$ cat src/sv/spq_pkg.sv
// Package for the stable priority queue with update.
// Holds the entry layout, operation and status codes, and cell control types.
// Used by spq_cell and stable_priority_queue_with_update_core.
`timescale 1ns / 1ps
`default_nettype none

package spq_pkg;

	// Default number of entries the queue can hold.
	localparam int SPQ_DEPTH = 16;

	// New priorities that also set the condition code.
	localparam logic [7:0] PRIO_NORMAL   = 8'd1;
	localparam logic [7:0] PRIO_URGENT   = 8'd2;
	localparam logic [7:0] PRIO_CRITICAL = 8'd3;

	// One stored entry; all fields take part in the update match.
	typedef struct packed {
		logic [15:0] id;
		logic [6:0]  age;
		logic [2:0]  cond;
		logic [7:0]  prio;
	} spq_entry_t;

	// Operation codes of a request.
	typedef enum logic [1:0] {
		FN_INSERT = 2'd0,
		FN_POP    = 2'd1,
		FN_UPDATE = 2'd2,
		FN_NOP    = 2'd3
	} spq_func_t;

	// Result status codes.
	typedef enum logic [2:0] {
		STS_OK       = 3'd0,
		STS_EMPTY    = 3'd1,
		STS_FULL     = 3'd2,
		STS_NOTFOUND = 3'd3,
		STS_SAME     = 3'd4
	} spq_status_t;

	// What every cell does in a cycle.
	typedef enum logic [1:0] {
		CELL_HOLD   = 2'd0,
		CELL_INSERT = 2'd1,
		CELL_SHIFT  = 2'd2,
		CELL_REMOVE = 2'd3
	} spq_cell_op_t;

	// Control broadcast to the whole row of cells.
	typedef struct packed {
		spq_cell_op_t op;
		spq_entry_t   ent;
	} spq_cell_ctl_t;

	// Controller states.
	typedef enum logic [1:0] {
		ST_IDLE  = 2'd0,
		ST_REINS = 2'd1,
		ST_RESP  = 2'd2
	} spq_state_t;

endpackage

`default_nettype wire

$ cat src/sv/spq_cell.sv
// One cell of the sorted queue row: holds a single entry.
// Exchanges entries and chain flags with its neighbors; depends on spq_pkg.
`timescale 1ns / 1ps
`default_nettype none

module spq_cell
	import spq_pkg::*;
(
	input  wire logic          clk,
	input  wire spq_cell_ctl_t ctl,
	input  wire logic          occ,
	input  wire logic          left_ge,
	input  wire logic          left_found,
	input  wire spq_entry_t    left_ent,
	input  wire spq_entry_t    right_ent,
	output spq_entry_t         ent,
	output logic               ge,
	output logic               found
);

	spq_entry_t ent_q;
	spq_entry_t ent_d;
	logic       hit;

	// Local compare against the broadcast entry.
	always_comb begin
		hit   = occ && (ent_q == ctl.ent);
		ge    = occ && (ent_q.prio >= ctl.ent.prio);
		found = left_found | hit;
	end

	// Next content: keep, take the new entry, or take a neighbor's entry.
	always_comb begin
		case (ctl.op)
			CELL_HOLD: begin
				ent_d = ent_q;
			end
			CELL_INSERT: begin
				if (ge)
					ent_d = ent_q;
				else if (left_ge)
					ent_d = ctl.ent;
				else
					ent_d = left_ent;
			end
			CELL_SHIFT: begin
				ent_d = right_ent;
			end
			CELL_REMOVE: begin
				ent_d = found ? right_ent : ent_q;
			end
			default: begin
				ent_d = ent_q;
			end
		endcase
	end

	// Entry register; content beyond the fill count is never shown.
	always_ff @(posedge clk) begin
		ent_q <= ent_d;
	end

	assign ent = ent_q;

endmodule

`default_nettype wire

$ cat src/sv/stable_priority_queue_with_update_core.sv
// Top level of the stable priority queue with update.
// Builds the row of spq_cell instances and the controller; depends on spq_pkg.
//
// Usage:
//   A request is taken at a rising edge where start is high and busy is low.
//   Its fields are func, entry_id, entry_age, entry_condition, entry_priority
//   and target_priority. Each request gives exactly one result, shown for one
//   cycle with done high: status, count and the head entry (on a successful
//   pop, the removed entry). The receiver cannot stall the result.
// Timing:
//   Insert and pop requests change the cell row at the accepting edge;
//   these and refused requests show the result in the next cycle.
//   A successful update removes the entry at the accepting edge, re-inserts
//   it in the next cycle through the same row, and shows the result in
//   ST_RESP once that re-insertion is done. busy stays high until the result
//   cycle is over. Every cell works in parallel; the row takes a single shared
//   broadcast of one entry per cycle.
// Reset:
//   arst_n clears the fill count and the controller; the queue is empty and
//   ready at once. No clearing pass is needed.
`timescale 1ns / 1ps
`default_nettype none

module stable_priority_queue_with_update_core
	import spq_pkg::*;
#(
	parameter int DEPTH = SPQ_DEPTH
) (
	input  wire logic        clk,
	input  wire logic        arst_n,
	input  wire logic        start,
	output logic             busy,
	input  wire logic [1:0]  func,
	input  wire logic [15:0] entry_id,
	input  wire logic [6:0]  entry_age,
	input  wire logic [2:0]  entry_condition,
	input  wire logic [7:0]  entry_priority,
	input  wire logic [7:0]  target_priority,
	output logic             done,
	output logic [2:0]       status,
	output logic [4:0]       count,
	output logic             head_valid,
	output logic [15:0]      head_id,
	output logic [6:0]       head_age,
	output logic [2:0]       head_condition,
	output logic [7:0]       head_priority
);

	localparam int CNT_W = $clog2(DEPTH + 1);

	spq_state_t     state_q, state_d;
	logic [CNT_W-1:0] count_q, count_d;
	spq_status_t    status_q, status_d;
	logic           pop_q, pop_d;
	spq_entry_t     popped_q;
	spq_entry_t     moved_q;
	spq_entry_t     moved_d;

	spq_entry_t     req_ent;
	spq_func_t      req_func;
	spq_cell_ctl_t  ctl;
	logic           accept;
	logic           full;
	logic           empty;
	logic           found_any;
	logic           do_insert, do_pop, do_remove;

	spq_entry_t     ent_w   [DEPTH];
	logic           ge_w    [DEPTH];
	logic           found_w [DEPTH];
	logic           occ_w   [DEPTH];

	logic [CNT_W+4:0] count_ext;

	// Request decode.
	always_comb begin
		req_ent.id   = entry_id;
		req_ent.age  = entry_age;
		req_ent.cond = entry_condition;
		req_ent.prio = entry_priority;
		req_func     = spq_func_t'(func);
		accept       = start && (state_q == ST_IDLE);
		full         = (count_q == CNT_W'(DEPTH));
		empty        = (count_q == '0);
		found_any    = found_w[DEPTH-1];
	end

	// Entry re-inserted by an update: new priority, condition set for 1 to 3.
	always_comb begin
		moved_d      = req_ent;
		moved_d.prio = target_priority;
		if (target_priority == PRIO_NORMAL || target_priority == PRIO_URGENT ||
				target_priority == PRIO_CRITICAL)
			moved_d.cond = target_priority[2:0];
	end

	// Request outcome, decided in the accepting cycle.
	always_comb begin
		do_insert = 1'b0;
		do_pop    = 1'b0;
		do_remove = 1'b0;
		status_d  = STS_OK;
		case (req_func)
			FN_INSERT: begin
				if (full)
					status_d = STS_FULL;
				else
					do_insert = 1'b1;
			end
			FN_POP: begin
				if (empty)
					status_d = STS_EMPTY;
				else
					do_pop = 1'b1;
			end
			FN_UPDATE: begin
				if (empty)
					status_d = STS_EMPTY;
				else if (entry_priority == target_priority)
					status_d = STS_SAME;
				else if (!found_any)
					status_d = STS_NOTFOUND;
				else
					do_remove = 1'b1;
			end
			default: begin
				status_d = STS_OK;
			end
		endcase
	end

	// Next-state logic.
	always_comb begin
		state_d = state_q;
		case (state_q)
			ST_IDLE: begin
				if (accept)
					state_d = do_remove ? ST_REINS : ST_RESP;
			end
			ST_REINS: begin
				state_d = ST_RESP;
			end
			ST_RESP: begin
				state_d = ST_IDLE;
			end
			default: begin
				state_d = ST_IDLE;
			end
		endcase
	end

	// Controller outputs: handshake, cell row command and fill count.
	always_comb begin
		busy    = (state_q != ST_IDLE);
		done    = (state_q == ST_RESP);
		ctl.op  = CELL_HOLD;
		ctl.ent = req_ent;
		count_d = count_q;
		case (state_q)
			ST_IDLE: begin
				if (accept && do_insert) begin
					ctl.op  = CELL_INSERT;
					count_d = count_q + CNT_W'(1);
				end else if (accept && do_pop) begin
					ctl.op  = CELL_SHIFT;
					count_d = count_q - CNT_W'(1);
				end else if (accept && do_remove) begin
					ctl.op  = CELL_REMOVE;
					count_d = count_q - CNT_W'(1);
				end
			end
			ST_REINS: begin
				ctl.op  = CELL_INSERT;
				ctl.ent = moved_q;
				count_d = count_q + CNT_W'(1);
			end
			default: begin
				ctl.op = CELL_HOLD;
			end
		endcase
	end

	// Control registers.
	always_ff @(posedge clk or negedge arst_n) begin
		if (!arst_n) begin
			state_q  <= ST_IDLE;
			count_q  <= '0;
			status_q <= STS_OK;
			pop_q    <= 1'b0;
		end else begin
			state_q <= state_d;
			count_q <= count_d;
			if (accept) begin
				status_q <= status_d;
				pop_q    <= pop_d;
			end
		end
	end

	assign pop_d = do_pop;

	// Payload registers: removed head and the entry waiting for re-insertion.
	always_ff @(posedge clk) begin
		if (accept && do_pop)
			popped_q <= ent_w[0];
		if (accept && do_remove)
			moved_q <= moved_d;
	end

	// Row of cells, each talking to its neighbors only.
	for (genvar i = 0; i < DEPTH; i++) begin : g_cell
		logic       left_ge_c;
		logic       left_found_c;
		spq_entry_t left_ent_c;
		spq_entry_t right_ent_c;

		assign occ_w[i] = (CNT_W'(i) < count_q);

		if (i == 0) begin : g_first
			assign left_ge_c    = 1'b1;
			assign left_found_c = 1'b0;
			assign left_ent_c   = ent_w[0];
		end else begin : g_inner
			assign left_ge_c    = ge_w[i-1];
			assign left_found_c = found_w[i-1];
			assign left_ent_c   = ent_w[i-1];
		end

		if (i == DEPTH - 1) begin : g_last
			assign right_ent_c = ent_w[i];
		end else begin : g_mid
			assign right_ent_c = ent_w[i+1];
		end

		spq_cell u_cell (
			.clk        (clk),
			.ctl        (ctl),
			.occ        (occ_w[i]),
			.left_ge    (left_ge_c),
			.left_found (left_found_c),
			.left_ent   (left_ent_c),
			.right_ent  (right_ent_c),
			.ent        (ent_w[i]),
			.ge         (ge_w[i]),
			.found      (found_w[i])
		);
	end

	// Result fields: removed entry after a pop, otherwise the current head.
	always_comb begin
		count_ext  = {5'b0, count_q};
		status     = status_q;
		count      = count_ext[4:0];
		head_valid = pop_q || !empty;
		if (pop_q) begin
			head_id        = popped_q.id;
			head_age       = popped_q.age;
			head_condition = popped_q.cond;
			head_priority  = popped_q.prio;
		end else if (!empty) begin
			head_id        = ent_w[0].id;
			head_age       = ent_w[0].age;
			head_condition = ent_w[0].cond;
			head_priority  = ent_w[0].prio;
		end else begin
			head_id        = '0;
			head_age       = '0;
			head_condition = '0;
			head_priority  = '0;
		end
	end

	// The fill count never passes the queue depth.
	a_count_bound: assert property (@(posedge clk) disable iff (!arst_n)
		count_q <= CNT_W'(DEPTH))
		else $error("fill count exceeds depth");

	// A re-insertion always has a free slot and is followed by the result.
	a_reins_room: assert property (@(posedge clk) disable iff (!arst_n)
		state_q == ST_REINS |-> count_q < CNT_W'(DEPTH))
		else $error("re-insertion into a full row");

	a_reins_resp: assert property (@(posedge clk) disable iff (!arst_n)
		state_q == ST_REINS |=> state_q == ST_RESP)
		else $error("re-insertion not followed by result");

	// A full report leaves the queue full.
	a_full_kept: assert property (@(posedge clk) disable iff (!arst_n)
		(state_q == ST_RESP && status_q == STS_FULL) |-> count_q == CNT_W'(DEPTH))
		else $error("full status with room left");

	// A successful update keeps the count it had before the request.
	a_update_count: assert property (@(posedge clk) disable iff (!arst_n)
		state_q == ST_REINS |=> count_q == $past(count_q) + CNT_W'(1))
		else $error("update changed the fill count");

endmodule

`default_nettype wire

$ cat config.mk
export PLATFORM = sky130hd
export DESIGN_NAME = stable_priority_queue_with_update_core
export DESIGN_NICKNAME = d
export VERILOG_FILES = /design/src/sv/spq_pkg.sv /design/src/sv/spq_cell.sv /design/src/sv/stable_priority_queue_with_update_core.sv
export SDC_FILE = /design/constraint.sdc
export NUM_CORES = 2
export LEC_CHECK = 0
export ABC_AREA = 1
export ABC_CLOCK_PERIOD_IN_PS = 10300
export BUFFER_PORTS_ARGS = -buffer_cell sky130_fd_sc_hd__buf_2
export CAP_MARGIN = 15
export CORE_MARGIN = 1
export CORE_UTILIZATION = 60
export DETAILED_ROUTE_END_ITERATION = 8
export PLACE_DENSITY = 0.8
export SETUP_SLACK_MARGIN = 0.5
export SYNTH_ARGS = -nofsm -noshare
export SYNTH_HDL_FRONTEND = slang
export SYNTH_SLANG_ARGS = --single-unit
$ cat constraint.sdc
create_clock -name clk -period 10.3 [get_ports clk]
set_input_delay 2.06 -clock clk [delete_from_list [all_inputs] [get_ports clk]]
set_output_delay 2.06 -clock clk [all_outputs]
set_load 0.01 [all_outputs]
Yosys cells after proc, flatten, opt, wreduce, memory -nomap -nowiden
Cells that the tools add are included.

storage, ports and cells
  bits of input ports = 47
  word-level logic and storage cells = 349
  bits in read-only memories = 0
  flip-flop bits (word level) = 623
  output and inout port bits = 45
  memories = 0
  bits in latches = 0
  RAM bits = 0

cells by class
  muxes and demuxes = 97
  add/sub/neg operators = 2
  equal/unequal tests = 61
  shift operators = 0
  multipliers = 0
  divide/modulo/power cells = 0
  $lt $le $gt $ge = 32
  reduce and logical (&&, ||, !) cells = 64
  bitwise gates (word level) = 17

operators with widths
  cell                                                    number
  two-way mux 34 bit                                      48
  case mux 34 bit (3 select lines)                        15
  equality test 34 bit                                    16
  greater-or-equal comparator 8 bit                       16
  AND reduction 3 bit                                     15
  < comparator 4 x 5 -> 1 bit (first input constant)      8
  logical AND 1 bit                                       36
  inequality test 2 bit (second input constant)           17
  two-way mux 16 bit                                      2
  inequality test 2 x 1 -> 1 bit (second input constant)  15
  < comparator 3 x 5 -> 1 bit (first input constant)      4
  equality test 8 x 2 -> 1 bit (second input constant)    2
  two-way mux 8 bit                                       2
  two-way mux 3 bit                                       5
  two-way mux 5 bit                                       3
  OR 1 bit                                                15
  two-way mux 2 bit                                       7
  two-way mux 7 bit                                       2
  < comparator 1 x 5 -> 1 bit (first input constant)      2
  < comparator 2 x 5 -> 1 bit (first input constant)      2
  case mux 5 bit (2 select lines)                         1
  two-way mux 1 bit                                       9
  case mux 3 bit (3 select lines)                         1
  equality test 2 bit (second input constant)             4
  other kinds (16)                                        26

Logic depth before layout (Yosys ltp)
  depth in word-level cells = 32
  gate-level depth with buffers = 32
  mapped depth without buffers = 26

Cells and area by module
From an unflattened synthesis, not the netlist that was laid out.

second synthesis, totals
  cells, all modules = 5,974
  area total of the unflattened synthesis = 43,606.8 µm²

modules (own cells, without submodules)
  module                                  instances  sequential area each (µm²)  area an instance (µm²)  cells an instance
  spq_cell                                16         1,021.0                     2,471.1                 348
  stable_priority_queue_with_update_core  1          2,317.2                     4,068.9                 406

Worst setup path after synthesis
No wires, ideal clock.

  kind = input -> register
  start point = input start
  end point = register g_cell[10].u_cell.ent_q, in the netlist g_cell[10].u_cell.ent[0] (enable)
  library setup time = 475 ps
  setup slack = 106 ps
  stages on the path = 8
  arrival time = 9,719 ps
  path buffers = 0
  required time = 9,825 ps
  path through = nand2_1 nor2_1 inv_1 nor4_1 inv_1 nand3_1 nand2_1 nor3b_1

between the ends
  word-level cells in the longest chain between the ends = 9
  elaborated cells on any way between the ends = 15
  classes of those cells = 4 x eq/ne; 4 x mux; 1 x bitwise; 6 x reduce/logical

RTL lines
  what                                                                  RTL line                                       text
  start: declaration                                                    stable_priority_queue_with_update_core.sv:31   input wire logic start,
  logical AND 1 bit *                                                   stable_priority_queue_with_update_core.sv:82   accept = start && (state_q == ST_IDLE);
  logical AND 1 bit                                                     stable_priority_queue_with_update_core.sv:167  end else if (accept && do_remove) begin
  two-way mux 2 bit                                                     stable_priority_queue_with_update_core.sv:167
  two-way mux 2 bit                                                     stable_priority_queue_with_update_core.sv:164  end else if (accept && do_pop) begin
  two-way mux 2 bit *                                                   stable_priority_queue_with_update_core.sv:161  if (accept && do_insert) begin
  case mux 2 bit (2 select lines) *                                     stable_priority_queue_with_update_core.sv:159  case (state_q)
  equality test 2 x 1 -> 1 bit, or another cell as far along            spq_cell.sv:34                                 case (ctl.op)
  inequality test 2 bit (no source line), or another cell as far along  -
  AND reduction 3 bit (no source line) *                                -
  end signal: assignment                                                spq_cell.sv:60                                 ent_q <= ent_d;
  end: declaration                                                      spq_cell.sv:21                                 spq_entry_t ent_q;

Every way passes the cells marked *; elsewhere a longest branch is shown, timed or not.
A chain may end at the register's enable or synchronous reset.

==> results.txt <==
Synth cell types: 50
Final setup vio count: 0
Postcts setup bufs: 0
Critical Path AT: 8.38 ns
Worst hold path class: register to register
Outcome: complete, no violations
Syn_area_per_cell: 8.07 um^2
Crit-path max FO: 277
CP delay by family, top: simple AND/OR/NAND/NOR gates
VDD IR-drop max: 0.143 mV
H-tree Lvls: 3
CTS max path bufs: 3
DRT Wirelength: 141000 um
Critical path endpoint category: register
TritonCTS clock tree: built
Die Y: 263 um
Synthesized net count: 5242
Startpoint Class: input port
CP required: 10.63 ns
Fin Setup TNS: 0 ns
Initial Utilization: 0.607
CP most frequent cell: nor2_1
Final cell count without fillers: 5884
Critical path buffers and inverters: 4
Via-to-Cell Ratio: 6.53
Max Clk Rate: 124 MHz
Die X-Extent: 263 um
Biggest cell delay along the critical path: 0.78 ns
Share of layout cells above drive strength 1: 0.0637
Root Buffer: clkbuf_16
Crit Path Class: input port to register
Max-cap viol count: 0
Clk_skew: 0.0253 ns
CP max stage cell: inv_1
Number of global-route vias before repair: 35188
Clock sink count: 623
Tcrit/Tclk final: 0.782
Register area: 0.0187 mm^2
IO Port Bufs: 91
Area grow syn2layout: 6.93%
First-pass GRT wire length: 210000 um
Cell Pwr Density: 184 mW/mm^2
Drt pass-1 iters: 8
Filler cells: 5558
DRC viols: 0
Slew at the pin closest to its max-slew limit: 1.22 ns
Core Area: 0.0673 mm^2
Leakage: 17.8 nW
Setup ws final: 2.25 ns
Routability cong.: 1.03
Final instance area: 0.0437 mm^2
WL/cell: 24.0 um
Pre-CTS WS: 1.87 ns
Placed Cells: 5757
Final Max Slew Viols: 0
Gr usage total: 0.399
Register area share after synthesis: 0.457
Multi-input logic area: 0.0184 mm^2
Die Area: 0.0691 mm^2
Fin Hold WS: 0.448 ns
RSZ-0062 raised after global routing: false
Clk pin slew, worst setup/hold paths: 0.06 ns
I/O Pins: 92
Post-layout util: 0.649
Total CTS buffers: 71
Post-route ant nets: 0
Cell count after synthesis: 5064
Initial antenna violation count: 2
DP HPWL: 97500 um
Fin. Hold Viols: 0
Cts hold-fix bufs: 0
DRT iter0 DRCs: 6724
# nets final: 5139
Largest net degree at the start of global routing: 278
Post-CTS resize count: 0
Tmin final: 8.05 ns
Total Power: 8.03 mW
Worst path cell trace: buf_2, nand2_1, o21ai_1, inv_1, ha_1, nand2_1, nor2_1, nand2_1, nor2_1, nand4_1, nor2_1, nand3_1, nor2_1, nor2_1, nand4_2, nor2_4, nand4_2, nand3_2, nand2_8, inv_16, buf_12, o211ai_1, o21ai_0
Yosys warns: 0
Worst skew pair latency: 0.64 ns
Yosys reg bits: 623
Site row count: 95
Dpl cell area: 0.0414 mm^2
Slew headroom: 0.185
Global route total overflow: 0
Post-synthesis cell area: 0.0408 mm^2
Vias: 38436
[synth_stat cells, drive strengths merged]
| master | number | area (um^2) |
|---|---|---|
| xor2 | 122 | 1070 |
| mux2 | 1 | 11.3 |
| nor3 | 23 | 115 |
| nor4 | 17 | 106 |
| buf | 139 | 875 |
| dfrtp | 11 | 275 |
| clkinv | 5 | 18.8 |
| xnor2 | 2 | 17.5 |
| a221oi | 1 | 8.76 |
| o21bai | 1 | 7.51 |
| o211ai | 347 | 2610 |
| nor3b | 2 | 15.0 |
| o22ai | 83 | 519 |
| o2111ai | 14 | 123 |
| nor2 | 188 | 723 |
| a211o | 2 | 17.5 |
| o21a | 1 | 7.51 |
| o31ai | 4 | 30.0 |
| nand4 | 60 | 388 |
| nand3 | 138 | 696 |
| edfxtp | 612 | 18400 |
| nand2b | 1 | 6.26 |
| a2111oi | 1 | 8.76 |
| o21ai | 792 | 3960 |
| clkbuf | 199 | 747 |
| o311ai | 13 | 114 |
| a31oi | 2 | 12.5 |
| nand3b | 7 | 52.6 |
| inv | 585 | 2200 |
| and3b | 1 | 8.76 |
| o221ai | 1 | 8.76 |
| ha | 131 | 1640 |
| a22o | 1 | 8.76 |
| or2 | 7 | 43.8 |
| a21oi | 80 | 400 |
| nand2 | 1463 | 5580 |
| and2 | 1 | 6.26 |
| a211oi | 6 | 45.0 |
[cell type report]
class                   instances  area share
diodes                          1   0.0000573
clock buffers                  84      0.0432
clock inverters                38     0.00665
inverters                     590      0.0511
multi-input cells            3513       0.422
flip-flops and latches        623       0.427
well taps                     873      0.0250
repair buffers                162      0.0250
[final timing paths]
path                                                 endpoint                               from  slack [ns]  cells after the start
max                        g_cell[7].u_cell.ent[26]$_DFFE_PP_                  entry_priority[4]        2.25                     23
min                                     popped_q[0]$_DFFE_PP_  g_cell[0].u_cell.ent[0]$_DFFE_PP_        0.45                      0
max reg2reg                g_cell[7].u_cell.ent[26]$_DFFE_PP_             state_q[0]$_DFFE_PN0P_        2.47                     23
min reg2reg                             popped_q[0]$_DFFE_PP_  g_cell[0].u_cell.ent[0]$_DFFE_PP_        0.45                      0
max in group asynchronous                count[3]$_DFFE_PN0P_                             arst_n        8.72                      1
min in group asynchronous              state_q[0]$_DFFE_PN0P_                             arst_n        1.33                      1
[registers in the layout, indices dropped and copies added (netlist names)]
name	count
g_cell.u_cell.ent	544
pop_q	1
popped_q	34
status	3
count	5
moved_q	34
state_q	2
[report_power, final]
group	internal (mW)	switching [mW]	total (mW)
Sequential	3.15	0.185	3.33
Clock	1.40	1.08	2.49
Combinational	0.670	1.54	2.21
Total	5.22	2.81	8.03
[layer usage]
metal / GRT usage / share of wire / vias to the layer above
li1: - / - / 17155
met1: 0.502 / 0.35 / 17503
met2: 0.608 / 0.44 / 3095
met3: 0.0774 / 0.13 / 681
met4: 0.308 / 0.088 / 2
met5: 0 / 0.000064 / -
[cell families after synthesis]
group	Yosys count	synth area share
adders and majority gates	131	0.0401
muxes	1	0.000276
and+or+nand+nor	1908	0.189
buffers and inverters	928	0.0940
xor gates and xnor gates	124	0.0266
AOI/OAI and AO/OA	1349	0.193
DFF	623	0.457
[cells in the final DEF (no fill, tap or decap), types with 16 or more instances in the layout]
cell       count
a21oi_1       79
buf_2         91
buf_4         65
clkbuf_16     73
clkinv_1      26
edfxtp_1     612
ha_1         131
inv_1        571
nand2_1     1433
nand2_2       27
nand3_1      137
nand4_1       58
nor2_1       184
nor3_1        23
nor4_1        16
o211ai_1     347
o21ai_0      742
o21ai_1       48
o22ai_1       83
xor2_1       122
Power figures use the tool's default switching activity.
